`src/assert_macros.svh`:
```
// Assertion macros shared by the matrix ring rotator modules.
`ifndef ASSERT_MACROS_SVH
`define ASSERT_MACROS_SVH

// Checks a property on every rising clock edge outside reset.
`define MRR_ASSERT(lbl, prop, msg) \
	lbl: assert property (@(posedge clk) disable iff (!arst_n) (prop)) else $error(msg);

// Checks that the consequent holds in the cycle after the antecedent.
`define MRR_ASSERT_NEXT(lbl, ante, cons, msg) \
	lbl: assert property (@(posedge clk) disable iff (!arst_n) (ante) |=> (cons)) else $error(msg);

`endif

```
`src/mrr_pkg.sv`:
```
// Shared constants and control types of the matrix ring rotator.
package mrr_pkg;

	localparam int MAX_DIM   = 64;
	localparam int DIM_W     = 6;
	localparam int SIZE_W    = 7;
	localparam int ADDR_W    = 2 * DIM_W;
	localparam int MEM_DEPTH = MAX_DIM * MAX_DIM;
	localparam int DATA_W    = 32;
	localparam int SHIFT_W   = 31;
	localparam int LEN_W     = 8;
	localparam int CNT_W     = 5;
	localparam int CFG_IDX_W = 2;
	localparam int IN_W      = 48;

	localparam logic OP_WRITE = 1'b0;
	localparam logic OP_READ  = 1'b1;

	typedef enum logic [CFG_IDX_W-1:0] {
		REG_NUM_ROWS = 2'd0,
		REG_NUM_COLS = 2'd1,
		REG_SHIFT    = 2'd2
	} cfg_reg_t;

	typedef struct packed {
		logic accept;
		logic ring_en;
		logic pos_en;
		logic div_step;
		logic map_en;
		logic coord_en;
		logic mem_we;
		logic mem_re;
		logic out_load;
	} mrr_cmd_t;

	typedef struct packed {
		logic in_range;
		logic is_read;
		logic mid;
		logic div_last;
		logic out_free;
	} mrr_stat_t;

endpackage

```
`src/mrr_ctrl.sv`:
```
// Controller state machine that sequences each request through the datapath.
`include "assert_macros.svh"

module mrr_ctrl (
	input  logic              clk,
	input  logic              arst_n,
	input  logic              in_valid,
	output logic              in_ready,
	input  mrr_pkg::mrr_stat_t stat,
	output mrr_pkg::mrr_cmd_t  cmd
);

	typedef enum logic [7:0] {
		ST_IDLE  = 8'b0000_0001,
		ST_RING  = 8'b0000_0010,
		ST_POS   = 8'b0000_0100,
		ST_DIV   = 8'b0000_1000,
		ST_MAP   = 8'b0001_0000,
		ST_COORD = 8'b0010_0000,
		ST_READ  = 8'b0100_0000,
		ST_DONE  = 8'b1000_0000
	} state_t;

	state_t state_q;
	state_t state_d;

	always_ff @(posedge clk or negedge arst_n) begin
		if (!arst_n) begin
			state_q <= ST_IDLE;
		end else begin
			state_q <= state_d;
		end
	end

	always_comb begin
		state_d  = state_q;
		cmd      = '0;
		in_ready = 1'b0;
		case (state_q)
			ST_IDLE: begin
				in_ready   = 1'b1;
				cmd.accept = in_valid;
				if (in_valid) begin
					state_d = ST_RING;
				end
			end
			ST_RING: begin
				cmd.ring_en = 1'b1;
				state_d     = ST_POS;
			end
			ST_POS: begin
				cmd.pos_en = 1'b1;
				cmd.mem_we = stat.in_range && !stat.is_read;
				if (!stat.in_range || !stat.is_read) begin
					state_d = ST_DONE;
				end else if (stat.mid) begin
					state_d = ST_READ;
				end else begin
					state_d = ST_DIV;
				end
			end
			ST_DIV: begin
				cmd.div_step = 1'b1;
				if (stat.div_last) begin
					state_d = ST_MAP;
				end
			end
			ST_MAP: begin
				cmd.map_en = 1'b1;
				state_d    = ST_COORD;
			end
			ST_COORD: begin
				cmd.coord_en = 1'b1;
				state_d      = ST_READ;
			end
			ST_READ: begin
				cmd.mem_re = 1'b1;
				state_d    = ST_DONE;
			end
			ST_DONE: begin
				if (stat.out_free) begin
					cmd.out_load = 1'b1;
					state_d      = ST_IDLE;
				end
			end
			default: begin
				state_d = ST_IDLE;
			end
		endcase
	end

	`MRR_ASSERT(a_load_free, cmd.out_load |-> stat.out_free, "result loaded into a full register")
	`MRR_ASSERT(a_we_inside, cmd.mem_we |-> (stat.in_range && !stat.is_read), "bad store write")
	`MRR_ASSERT_NEXT(a_accept_busy, cmd.accept, !in_ready, "accepted while still busy")

endmodule

```
`config.mk`:
```
export PLATFORM = sky130hd
export DESIGN_NAME = mrr_ctrl
export DESIGN_NICKNAME = d
export VERILOG_FILES = /design/src/mrr_pkg.sv /design/src/mrr_ctrl.sv
export VERILOG_INCLUDE_DIRS = /design/src /design/src/src
export SDC_FILE = /design/constraint.sdc
export NUM_CORES = 1
export LEC_CHECK = 0
export ABC_AREA = 1
export BUFFER_PORTS_ARGS = -buffer_cell sky130_fd_sc_hd__buf_2
export CORE_MARGIN = 5
export CORE_UTILIZATION = 40
export DETAILED_ROUTE_END_ITERATION = 8
export PLACE_DENSITY = 0.65
export SLEW_MARGIN = 10
export SYNTH_ARGS = -nofsm -noshare
export SYNTH_HDL_FRONTEND = slang
export SYNTH_SLANG_ARGS = --single-unit
```
`constraint.sdc`:
```
create_clock -name clk -period 3 [get_ports clk]
set_input_delay 0.3 -clock clk [delete_from_list [all_inputs] [get_ports clk]]
set_output_delay 0.3 -clock clk [all_outputs]
set_load 0.02 [all_outputs]
```
# Word-level counts from Yosys, hierarchy flattened
# Cells that the tools add are included.
# word_totals
mem_count,0
latchBits,0
ramBits,0
input_bits,8
wordCells,34
output_inout_bits,10
romBits,0
ff_bits,8
# op_classes
n_lt_le_gt_ge,0
n_eq_ne,11
mul,0
n_addsub,0
shifts,0
div_mod_pow,0
n_reduce_logical,5
n_bitwise,0
mux,17
# ops
cell,n
$pmux 8 s8,1
$mux 8,4
$mux 1,11
$eq 8x1->1 const B,1
$eq 8x2->1 const B,1
$eq 8x3->1 const B,1
$eq 8x4->1 const B,1
$eq 8x5->1 const B,1
$eq 8x6->1 const B,1
$eq 8x7->1 const B,1
$eq 8x8->1 const B,1
$mux 7,1
$ne 2x2->1 const B,3
$reduce_and 3->1,1
$logic_not 1->1,2
$logic_and 1x1->1,1
$logic_or 1x1->1,1

# Logic depth before layout (Yosys ltp)
# depth
depth_word,4
depth_mapped,9
depth_no_buf,9

# Least setup slack after synthesis
# Ideal clock, no wire load.
# synth_timing
path_kind,reg2out
start,register state_q[0]
end,output port cmd[8] in the netlist's numbering
stages_incl_launch_ff,9
arrival_time_ns,1.308
slack_ns,1.392
path_cell_list,dfstp_2 nor2_4 nand2_1 nor2_4 nand2_2 nand2_2 nor2_2 inv_2 nor2_1
# synth_lines
item,line,rtl
start: declaration,mrr_ctrl.sv:24,state_t state_q;
start signal: assignment,mrr_ctrl.sv:31,state_q <= state_d;
end: declaration,mrr_ctrl.sv:10,output mrr_pkg::mrr_cmd_t cmd

==> results.py <==
metrics = {
    "run_status": {
        "outcome": "completed",
    },
    "critical_path": {
        "startpoint_type": "flop",
        "crit_required_ns": 2.70,
        "worstSetupEndpointType": "output pin",
        "critPathMaxFanout": 5,
        "worstSetupPathType": "flop to output pin",
        "crit_arrival_ns": 1.53,
    },
    "global_routing": {
        "grt_pass1_vias": 464,
        "antenna_found_initial": 0,
        "grt_pass1_wl_microns": 1990,
        "grt_use_total_pct": 13.0,
        "grt_overflow": 0,
        "grt_max_degree": 9,
    },
    "cells_and_area": {
        "layout-drive-gt1-share_pct": 44.0,
        "largest_registers": "state_q (8)",
        "mostFrequentLayoutCells": "buf_2, inv_1, nand2_1",
        "top_register": "state_q",
        "largest_reg_flops": 8,
        "diodes": 0,
        "layout_commonest_cell": "buf_2",
        "fin_nets": 109,
        "areaGrowthSynthToFinish_pct": 24.7,
    },
    "yosys": {
        "synth.avg_cell_area_sq_um": 7.28,
        "syn-cell-area_sq_um": 568,
        "synth_top_area_cell": "dfrtp_1",
        "synth.yosys.seq_area_share_pct": 35.5,
        "syn_inst": 78,
        "synth_cell_types": 15,
        "syn-num-nets": 86,
        "synth_top_area_share_pct": 30.8,
        "synth_seq_cells": 8,
        "yosys_warnings": 0,
        "yosys-top-cells-area": "dfrtp_1, nor2_4, inv_1",
    },
    "floorplan": {
        "dieWidth_microns": 47.7,
        "ios": 18,
        "fp-row-count": 13,
        "chipHeight_microns": 47.7,
        "dieArea_sq_um": 2270,
        "core_sq_um": 1320,
        "start_util_pct": 43.1,
    },
    "drt": {
        "drt-pass1-iter-count": 2,
        "ant_nets": 0,
        "num_vias": 506,
        "drt_iter0_drc": 2,
        "drcViolationCount": 0,
        "avgRoutedWirePerCell_microns": 9.86,
        "via_per_inst": 4.40,
        "finalWirelength_microns": 1130,
    },
    "timing": {
        "final-setup-viol-count": 0,
        "fin_skew_ns": 0.00545,
        "report.final.hold_viol_count": 0,
        "worst_slack_ns": 1.17,
        "slew_headroom_pct": 86.4,
        "fin_crit_ns": 1.83,
        "rsz0062_at_grt": "no",
        "finalCritPeriodShare_pct": 61.1,
        "max_slew.worst_pin.slew_ns": 0.203,
        "finalMaxSlewViolations": 0,
        "max_freq_mhz": 546,
        "setup_tns_ns": 0,
    },
    "pwr": {
        "leakage_uw": 0.000417,
        "power_uw": 518,
        "ir_drop_mv": 0.545,
        "p_per_area_nw_per_um2": 732,
    },
    "cts": {
        "clk-insertion-delay-late_ns": 0.25,
        "cts-buffers-inserted": 3,
        "clock_sinks": 8,
        "clockBufferDepth": 2,
        "cts_tree": "done",
        "cts_root_buffer": "clkbuf_4",
        "htree_levels": 1,
        "ctsHoldBuffers": 1,
        "clk_pin_slew_ns": 0.05,
        "cts-resized-gates": 0,
        "postCtsSetupBuffers": 0,
    },
    "worst_hold_path": {
        "hold_path.class": "input pin to flop",
    },
    "placement": {
        "port_buffers": 17,
        "hpwlAfterDp_microns": 1000,
        "gp_congestion": 0.741,
        "dp_slack_ns": 1.43,
    },
    "job": {
        "cap_viol_max_count": 0,
    },
}
-- where the power goes --
part	switching, uW	leakage, uW	total [uW]	internal [uW]
clock network	35.9	0.0000150	86.7	50.8
logic	176	0.000296	270	93.4
registers	26.2	0.000107	161	135
total	239	0.000417	518	279
-- synth_stat cells (all sizes together) --
library cell	count
nand2	18
inv	18
dfrtp	7
nor2	25
nand4	2
nand3	4
nor4	1
o21ai	1
a31o	1
dfstp	1
-- cell type report --
class / count / area [sq um]
Clock buffer: 4 / 26.3
Multi-Input combinational cell: 52 / 299
Fill cell: 127 / 609
Tap cell: 15 / 18.8
Timing Repair Buffer: 18 / 95.1
Inverter: 18 / 67.6
Sequential cell: 8 / 201
-- worst paths after layout --
check	from	slack [ns]	to	cells past startpoint
max	state_q[0]	1.17	cmd[8]	9
min	stat[2]	0.25	state_q[3]	2
min in group asynchronous	arst_n	0.42	state_q[7]	2
max reg2reg	state_q[5]	1.77	state_q[4]	8
min reg2reg	state_q[5]	0.63	state_q[5]	3
max in group asynchronous	arst_n	2.34	state_q[0]	2
-- through the flow --
step / hold WS (ns) / cells / cell area (sq um) / utilization [%]
final: 0.250 / 115 / 708 / 53.8
after global routing: 0.263 / 115 / 708 / 53.8
after CTS: 0.251 / 115 / 708 / 53.8
after detailed placement: 0.148 / 110 / 672 / 51.0
after global placement: 0.147 / 110 / 672 / 51.0
after floorplan: 0.00441 / 78 / 568 / -
-- logic make-up after synthesis --
group	Yosys count	synth area share (%)
and+or+nand+nor	50	50.2
buffers and inverters	18	11.9
DFF	8	35.5
AOI/OAI and AO/OA	2	2.42
-- worst max-delay path: stages (launching register included) --
cell,delay (ns)
dfstp_2,0.56
nor2_4,0.05
nand2_1,0.11
nor2_4,0.05
nand2_2,0.06
nand2_2,0.05
nor2_2,0.11
inv_2,0.06
nor2_1,0.07
buf_2,0.16
-- per-layer routing --
metal,GRT usage (%),vias up,part of all wire (%)
met4,9.68,0,3.8
li1,-,274,-
met1,15.3,211,42
met5,0,-,0
met2,20.8,16,49
met3,2.26,5,5.0
Note: power is estimated with default switching activity, not from simulation.
